<file path="src/rtl/core/sample_voice_resampler_unit_assert.svh">
// Assertion macros for the sample voice resampler.
// Used by the top level only; no other dependencies.
`ifndef SAMPLE_VOICE_RESAMPLER_UNIT_ASSERT_SVH
`define SAMPLE_VOICE_RESAMPLER_UNIT_ASSERT_SVH

// same-cycle implication, checked outside reset
`define SVRU_ASSERT_IMPL(label, clk, rst_n, ante, cons) \
    label: assert property (@(posedge clk) disable iff (!(rst_n)) (ante) |-> (cons)) \
        else $error("svru: same-cycle check failed");

// next-cycle implication, checked outside reset
`define SVRU_ASSERT_NEXT(label, clk, rst_n, ante, cons) \
    label: assert property (@(posedge clk) disable iff (!(rst_n)) (ante) |=> (cons)) \
        else $error("svru: next-cycle check failed");

`endif

</file>
<file path="src/rtl/core/svru_pkg.sv">
// Shared types and codes of the sample voice resampler.
// No dependencies.
package svru_pkg;

    localparam int SAMPLE_DEPTH_DEF = 65536;
    localparam int MAX_PITCH_DEF    = 16;
    localparam int Q_DEPTH          = 2;

    // item kinds
    localparam logic [1:0] KIND_LOAD   = 2'd0;
    localparam logic [1:0] KIND_SET    = 2'd1;
    localparam logic [1:0] KIND_RENDER = 2'd2;

    // control setting selects
    localparam logic [2:0] SEL_GAIN   = 3'd0;
    localparam logic [2:0] SEL_PITCH  = 3'd1;
    localparam logic [2:0] SEL_LOOP   = 3'd2;
    localparam logic [2:0] SEL_FILTER = 3'd3;
    localparam logic [2:0] SEL_A0     = 3'd4;
    localparam logic [2:0] SEL_A1     = 3'd5;
    localparam logic [2:0] SEL_B12    = 3'd6;
    localparam logic [2:0] SEL_POS    = 3'd7;

    typedef struct packed {
        logic [1:0]          kind;
        logic [15:0]         addr;
        logic signed [15:0]  sample;
        logic [2:0]          sel;
        logic signed [31:0]  setv;
        logic signed [31:0]  mixl;
        logic signed [31:0]  mixr;
    } t_item;

    typedef struct packed {
        logic [15:0] loop_start;
        logic [15:0] loop_end;
        logic [16:0] sample_end;
        logic        output_mode;
        logic [15:0] pan_left;
        logic [15:0] pan_right;
    } t_cfg;

    typedef struct packed {
        logic pop;
        logic out_load;
    } t_back_stat;

endpackage

</file>
<file path="src/rtl/core/svru_front.sv">
// Front end: accepts input beats, drops unknown kinds, queues the rest.
// Depends on svru_pkg.
module svru_front import svru_pkg::*; (
    input  logic  i_clk,
    input  logic  i_rst_n,
    input  logic  i_in_valid,
    output logic  o_in_ready,
    input  t_item i_item,
    input  logic  i_pop,
    output logic  o_head_valid,
    output t_item o_head
);
    localparam int QAW = (Q_DEPTH > 1) ? $clog2(Q_DEPTH) : 1;
    localparam int QCW = $clog2(Q_DEPTH + 1);

    t_item            r_q [Q_DEPTH];
    logic [QAW-1:0]   r_wp, r_rp;
    logic [QCW-1:0]   r_cnt;
    logic             w_push;

    assign o_in_ready   = (r_cnt != QCW'(Q_DEPTH));
    assign o_head_valid = (r_cnt != '0);
    assign o_head       = r_q[r_rp];

    // classify: kind 3 is taken and dropped
    assign w_push = i_in_valid && o_in_ready &&
                    ((i_item.kind == KIND_LOAD) || (i_item.kind == KIND_SET) ||
                     (i_item.kind == KIND_RENDER));

    // queue storage
    always_ff @(posedge i_clk) begin
        if (w_push) begin
            r_q[r_wp] <= i_item;
        end
    end

    // pointers and fill count
    always_ff @(posedge i_clk) begin
        if (!i_rst_n) begin
            r_wp  <= '0;
            r_rp  <= '0;
            r_cnt <= '0;
        end else begin
            if (w_push) begin
                r_wp <= (r_wp == QAW'(Q_DEPTH - 1)) ? '0 : r_wp + 1'b1;
            end
            if (i_pop) begin
                r_rp <= (r_rp == QAW'(Q_DEPTH - 1)) ? '0 : r_rp + 1'b1;
            end
            case ({w_push, i_pop})
                2'b10:   r_cnt <= r_cnt + 1'b1;
                2'b01:   r_cnt <= r_cnt - 1'b1;
                default: r_cnt <= r_cnt;
            endcase
        end
    end
endmodule

</file>
<file path="config.mk">
export PLATFORM = sky130hd
export DESIGN_NAME = svru_front
export DESIGN_NICKNAME = d
export VERILOG_FILES = /design/src/rtl/core/sample_voice_resampler_unit_assert.svh /design/src/rtl/core/svru_pkg.sv /design/src/rtl/core/svru_front.sv
export SDC_FILE = /design/constraint.sdc
export NUM_CORES = 1
export LEC_CHECK = 0
export ABC_CLOCK_PERIOD_IN_PS = 7200
export BUFFER_PORTS_ARGS = -buffer_cell sky130_fd_sc_hd__buf_2
export CAP_MARGIN = 20
export CORE_ASPECT_RATIO = 1.2
export CORE_MARGIN = 2
export CORE_UTILIZATION = 46
export CTS_CLUSTER_DIAMETER = 30
export CTS_CLUSTER_SIZE = 20
export DETAILED_ROUTE_END_ITERATION = 12
export GPL_TIMING_DRIVEN = 0
export HOLD_SLACK_MARGIN = 0.05
export PLACE_DENSITY = 0.74
export SKIP_LAST_GASP = 1
export SLEW_MARGIN = 40
export SYNTH_ARGS = -nofsm -noshare
export SYNTH_HDL_FRONTEND = slang
export SYNTH_SLANG_ARGS = --single-unit
</file>
<file path="constraint.sdc">
create_clock -name i_clk -period 7.2 [get_ports i_clk]
set_input_delay 1.08 -clock i_clk [delete_from_list [all_inputs] [get_ports i_clk]]
set_output_delay 1.08 -clock i_clk [all_outputs]
set_load 0.005 [all_outputs]
</file>
==> flow_summary_export.csv, run 1 <==
group,metric,value,unit
cells_and_area,finalCoreUtilization,62.2,%
grt,antenna_found_initial,6,
drt,drcViolationCount,0,
floorplanning,placementRows,59,
yosys,ys_types,20,
clock_network,clk_pin_slew,0.06,ns
timing,fin_skew,0.0133,ns
floorplanning,io-pin-count,272,
cells_and_area,stdcell_area,13500,um^2
power_and_ir_drop,power_density,318,nW/um^2
floorplanning,die_h,166,um
drt,drtIter0Drc,214,
clock_network,cts_max_path_buffers,3,
timing,hold_viol_final,0,
grt,grt_pass1_wl,30400,um
drt,firstDrtPassIters,4,
setup_path,worst_ep_required_time,6.12,ns
timing,post-route-min-period,2.97,ns
grt,grt_max_degree,23,
timing,finalSetupTns,0,ns
run_status,run_status,"finished clean",
yosys,ys_seq_area_share,80.1,%
yosys,synth_nets,577,
clock_network,tritoncts,"done",
yosys,synthCells,439,
clock_network,postCtsHoldBufs,0,
yosys,synth_warnings,0,
timing,rsz0062_at_grt,"no",
job,maxCapViolCount,0,
floorplanning,start_util,46.7,%
drt,antenna_left,0,
placed_design,hpwl,14200,um
floorplanning,core-area,21600,um^2
clock_network,clock-sinks,271,
grt,grt_pass1_vias,5852,
timing,setup_viol,0,
setup_path,start_kind,"flip-flop",
setup_path,max_stage_delay,0.32,ns
floorplanning,die_width,139,um
drt,vias_per_cell,4.92,
timing,tightest_slew,0.609,ns
yosys,syn-cell-area,10100,um^2
clock_network,clk_latency,0.50,ns
yosys,ys_ff_latch,271,
power_and_ir_drop,total_power,4280,uW
grt,grt.total_usage,16.7,%
drt,vias,5271,
placed_design,postPlaceCellArea,12100,um^2
setup_path,reg2reg_slack,4.74,ns
cells_and_area,final_cell_mix,"278 x buf_2, 266 x edfxtp_1, 70 x mux2_4, 63 x mux2_2, 41 x clkbuf_16",
power_and_ir_drop,leakagePower,0.00524,uW
drt,routed_wirelength,19800,um
timing,slew_viol_final,0,
power_and_ir_drop,ir_worst_vdd,0.216,mV
setup_path,crit_type,"flip-flop to output pin",
hold_path,hold_class,"flip-flop to flip-flop",
timing,relSlewSlack,59.3,%
clock_network,root_buffer,"clkbuf_16",
placed_design,portBuffers,271,
setup_path,cp.arrival,1.89,ns
floorplanning,die_area,23200,um^2
placed_design,gp_congestion,0.722,
setup_path,cp_max_fo,10,
grt,overflow,0,
setup_path,cp_slowest_cell,"mux2_4",
yosys,syn_area_per_cell,23.0,um^2
cells_and_area,mostFrequentLayoutCell,"buf_2",
clock_network,cts_buffers,39,
setup_path,worst_setup_path_end_kind,"output pin",
clock_network,post_cts_buffers,0,
cells_and_area,final_nets,903,
cells_and_area,num-fill-cells,1546,
clock_network,post_cts_resized,0,
cells_and_area,area_growth,33.3,%
timing,fin_crit_sh,41.3,%
setup_path,crit_path_cell_trace,"buf_2 > buf_6 > buf_6 > mux2_4 > buf_2",
drt,wl_per_cell,18.5,um
clock_network,cts_htree_levels,2,
timing,fmax,337,MHz
cells_and_area,drive_above_1_share,63.0,%
through the flow:
| stage | worst slack (ns) | instances | hold slack (ns) |
|---|---|---|---|
| 2_1_floorplan | -0.256 | 439 | 0.451 |
| 3_3_place_gp | -3.01 | 984 | 0.471 |
| 3_5_place_dp | 4.04 | 998 | 0.520 |
| 4_1_cts | 4.16 | 1066 | 0.528 |
| 5_1_grt | 4.11 | 1069 | 0.566 |
| 6_report | 4.23 | 1071 | 0.529 |
logic make-up (layout without fill, tap and decap cells):
family | count (synthesis) | after routing | synth area share, %
compound gates | 2 | 2 | 0.124
mux | 134 | 134 | 17.5
buf+inv | 16 | 369 | 1.28
xor+xnor | 3 | 3 | 0.260
fa+ha+maj | 1 | 1 | 0.124
flops | 271 | 271 | 80.1
other cells | 0 | 5 | 0
simple gates | 12 | 12 | 0.607
final timing paths:
kind,cells after the start,from,end
max,5,flip-flop,o_head[77]
min reg2reg,2,r_wp,r_wp
min,2,r_wp,r_wp
max reg2reg,6,r_cnt[0],r_q[0][93]
registers in the layout (all words and copies together), names as in the netlist, named ones only:
| signal | flops |
|---|---|
| r_cnt | 2 |
| r_q | 266 |
| r_rp | 1 |
| r_wp | 1 |
layout make-up:
class	count	area, um^2	share of cell area [%]
sequential	271	8090	60.1
multi-input combinational	152	1900	14.1
timing repair buffer	285	1650	12.3
clock buffer	43	1030	7.68
tap	274	343	2.55
clock inverter	25	307	2.28
buffer	15	125	0.929
antenna	5	12.5	0.0929
inverter	1	3.75	0.0279
metal layers:
layer  up-vias  wire length [um]  global-route usage (%)  share of wire (%)
met1      2570              7370                    18.5                 37
li1       2427                 -                       -                  -
met5         -                13                       0              0.066
met4         2               635                    7.11                3.2
met2       215             10400                    29.7                 52
met3        57              1430                    5.07                7.2
cell usage after synthesis (all sizes together):
| cell | count | area share [%] |
|---|---|---|
| buf | 15 | 1.2 |
| o21ai | 1 | 0.050 |
| nor2 | 2 | 0.074 |
| xor2 | 1 | 0.087 |
| ha | 1 | 0.12 |
| mux2 | 133 | 17 |
| or2 | 1 | 0.062 |
| edfxtp | 266 | 79 |
| dfxtp | 5 | 0.99 |
| inv | 1 | 0.037 |
| xnor2 | 2 | 0.17 |
| mux2i | 1 | 0.099 |
| or3 | 1 | 0.062 |
| nand3 | 1 | 0.050 |
| a21boi | 1 | 0.074 |
| nand2 | 3 | 0.11 |
| and2 | 3 | 0.19 |
| nand2b | 1 | 0.062 |
critical path: cells and delay by family, from the launching register on:
kind                   cells  cell delay (ns)
buffers and inverters      4             0.76
flip-flops                 1             0.31
multiplexers               1             0.32
report_power, final:
group	internal, uW	leakage [uW]	switching, uW	total [uW]
registers	1880	0.00250	30.7	1910
clock network	1230	0.000643	661	1890
logic	261	0.00210	225	486
total	3370	0.00524	917	4280
Power figures use the tool's default switching activity.
==> inputs of run 2 (changes only) <==
- ABC_CLOCK_PERIOD_IN_PS: 7200 -> 2950
- PLACE_DENSITY: 0.74 -> 0.71
- clock period: 7.2 -> 2.95 ns (I/O delays scaled with it)
==> run 2 against run 1 <==
  * Combinational power is 140% higher
  * Via count is 0.36% lower
  * Clock power grew to 2.7 times the previous value
  * Register-to-register slack worse by 3.9 ns
  * Critical endpoint is now o_head[75]
  * Largest cell class unchanged
  * Critical path depth stayed put
  * First-iteration DRC count is 1.4% lower
  * Setup slack worse by 3.6 ns
==> flow_summary_export.csv, run 2 (synthesis results as in run 1) <==
group,metric,value,unit
floorplanning,core-area,21600,um^2
hold_path,hold_class,"input pin to flip-flop",
cells_and_area,area_growth,35.0,%
setup_path,worst_ep_required_time,2.51,ns
floorplanning,die_area,23200,um^2
timing,fin_crit_sh,78.2,%
cells_and_area,largest_reg_flops,266,
timing,fmax,433,MHz
timing,tightest_slew,0.362,ns
setup_path,crit_type,"flip-flop to output pin",
placed_design,gp_congestion,0.717,
floorplanning,io-pin-count,272,
grt,grt_pass1_wl,30100,um
setup_path,cp_max_fo,10,
clock_network,postCtsHoldBufs,0,
cells_and_area,final_nets,910,
drt,routed_wirelength,19500,um
cells_and_area,drive_above_1_share,64.0,%
cells_and_area,multi_input_area,1930,um^2
clock_network,cts_buffers,44,
clock_network,cts_max_path_buffers,3,
power_and_ir_drop,total_power,10900,uW
clock_network,root_buffer,"clkbuf_16",
setup_path,cp.arrival,1.86,ns
cells_and_area,finalCoreUtilization,63.1,%
placed_design,portBuffers,271,
grt,grt_max_degree,23,
setup_path,start_kind,"flip-flop",
cells_and_area,mostFrequentLayoutCell,"buf_2",
drt,vias_per_cell,4.86,
grt,grt.total_usage,16.6,%
job,maxCapViolCount,0,
timing,fin_skew,0.0117,ns
cells_and_area,largest-register,"r_q",
grt,overflow,0,
power_and_ir_drop,power_density,796,nW/um^2
power_and_ir_drop,ir_worst_vdd,0.593,mV
drt,vias,5252,
placed_design,postPlaceCellArea,12100,um^2
cells_and_area,num-fill-cells,1530,
clock_network,clock-sinks,271,
drt,drtIter0Drc,211,
clock_network,cts_htree_levels,2,
cells_and_area,stdcell_area,13600,um^2
cells_and_area,seqCellArea,8090,um^2
timing,post-route-min-period,2.31,ns
timing,setup_viol,0,
clock_network,clk_pin_slew,0.05,ns
floorplanning,die_h,166,um
power_and_ir_drop,leakagePower,0.00533,uW
timing,hold_viol_final,0,
timing,slew_viol_final,0,
drt,antenna_left,0,
clock_network,clk_latency,0.51,ns
grt,antenna_found_initial,1,
clock_network,tritoncts,"done",
drt,drcViolationCount,0,
timing,layout_setup_ws,0.643,ns
clock_network,post_cts_resized,0,
grt,grt_pass1_vias,5674,
drt,firstDrtPassIters,4,
floorplanning,start_util,46.7,%
cells_and_area,largestRegisters,"r_q: 266 flops, r_cnt: 2 flops",
placed_design,pre_cts_ws,0.701,ns
setup_path,worst_setup_path_end_kind,"output pin",
placed_design,hpwl,14000,um
floorplanning,die_width,139,um
floorplanning,placementRows,59,
timing,relSlewSlack,75.8,%
clock_network,post_cts_buffers,0,
timing,rsz0062_at_grt,"no",
run_status,run_status,"finished clean",
cells_and_area,final_cell_mix,"278 x buf_2, 266 x edfxtp_1, 70 x mux2_4, 63 x mux2_2, 45 x clkbuf_16",
drt,wl_per_cell,18.0,um
-- run 2: cell types whose count changed in the layout (fill, tap and decap cells not counted), moves of 2 or more --
cell,previous run,this run
clkbuf_16,41,45
buf_8,7,12
inv_6,5,7
clkinv_2,1,4
buf_16,7,4
clkinv_1,3,5
diode_2,5,1
-- run 2: cell type report --
class                   count  share of cell area (%)
flip-flops and latches    271                    59.3
diodes                      1                  0.0183
repair buffers            287                    12.1
plain buffers              15                   0.917
clock inverters            33                    2.58
clock buffers              47                    8.38
multi-input cells         152                    14.2
inverters                   1                  0.0275
well taps                 274                    2.51
-- run 2: critical path, cell delays in order, from the launching register on --
cell and delay, ns:
dfxtp_1 0.30, buf_2 0.20, buf_6 0.21, buf_6 0.20, mux2_4 0.32, buf_2 0.14
-- run 2: power breakdown --
| group | total, uW | switching (uW) | internal, uW | leakage [uW] |
|---|---|---|---|---|
| Clock | 5010 | 1730 | 3280 | 0.000720 |
| Combinational | 1190 | 549 | 642 | 0.00211 |
| Sequential | 4660 | 75.0 | 4580 | 0.00250 |
-- run 2: final timing paths --
kind / start / to / slack [ns] / cells after the start
worst max-delay path: flip-flop / o_head[75] / 0.64 / 5
worst min-delay path: i_item[105] / r_q[0][105] / 0.12 / 1
worst max register to register: r_cnt[0] / r_q[0][97] / 0.88 / 7
worst min register to register: r_wp / r_wp / 0.52 / 2
-- run 2: metal layers --
layer  vias to the layer above  global-route usage, %  part of all wire (%)
met5                         -                      0                     0
met4                         0                   6.81                   2.9
met3                        42                   5.16                   7.2
met2                       200                   29.1                    52
met1                      2575                   18.8                    38
li1                       2435                      -                     -
-- run 2: stage by stage --
| step | TNS [ns] | instances | hold WS [ns] |
|---|---|---|---|
| after floorplan | -14.06 | 439 | 0.484 |
| after global placement | -288.53 | 984 | 0.508 |
| after detailed placement | 0 | 1000 | 0.514 |
| after CTS | 0 | 1080 | 0.0944 |
| after global routing | 0 | 1081 | 0.0995 |
| final | 0 | 1081 | 0.124 |
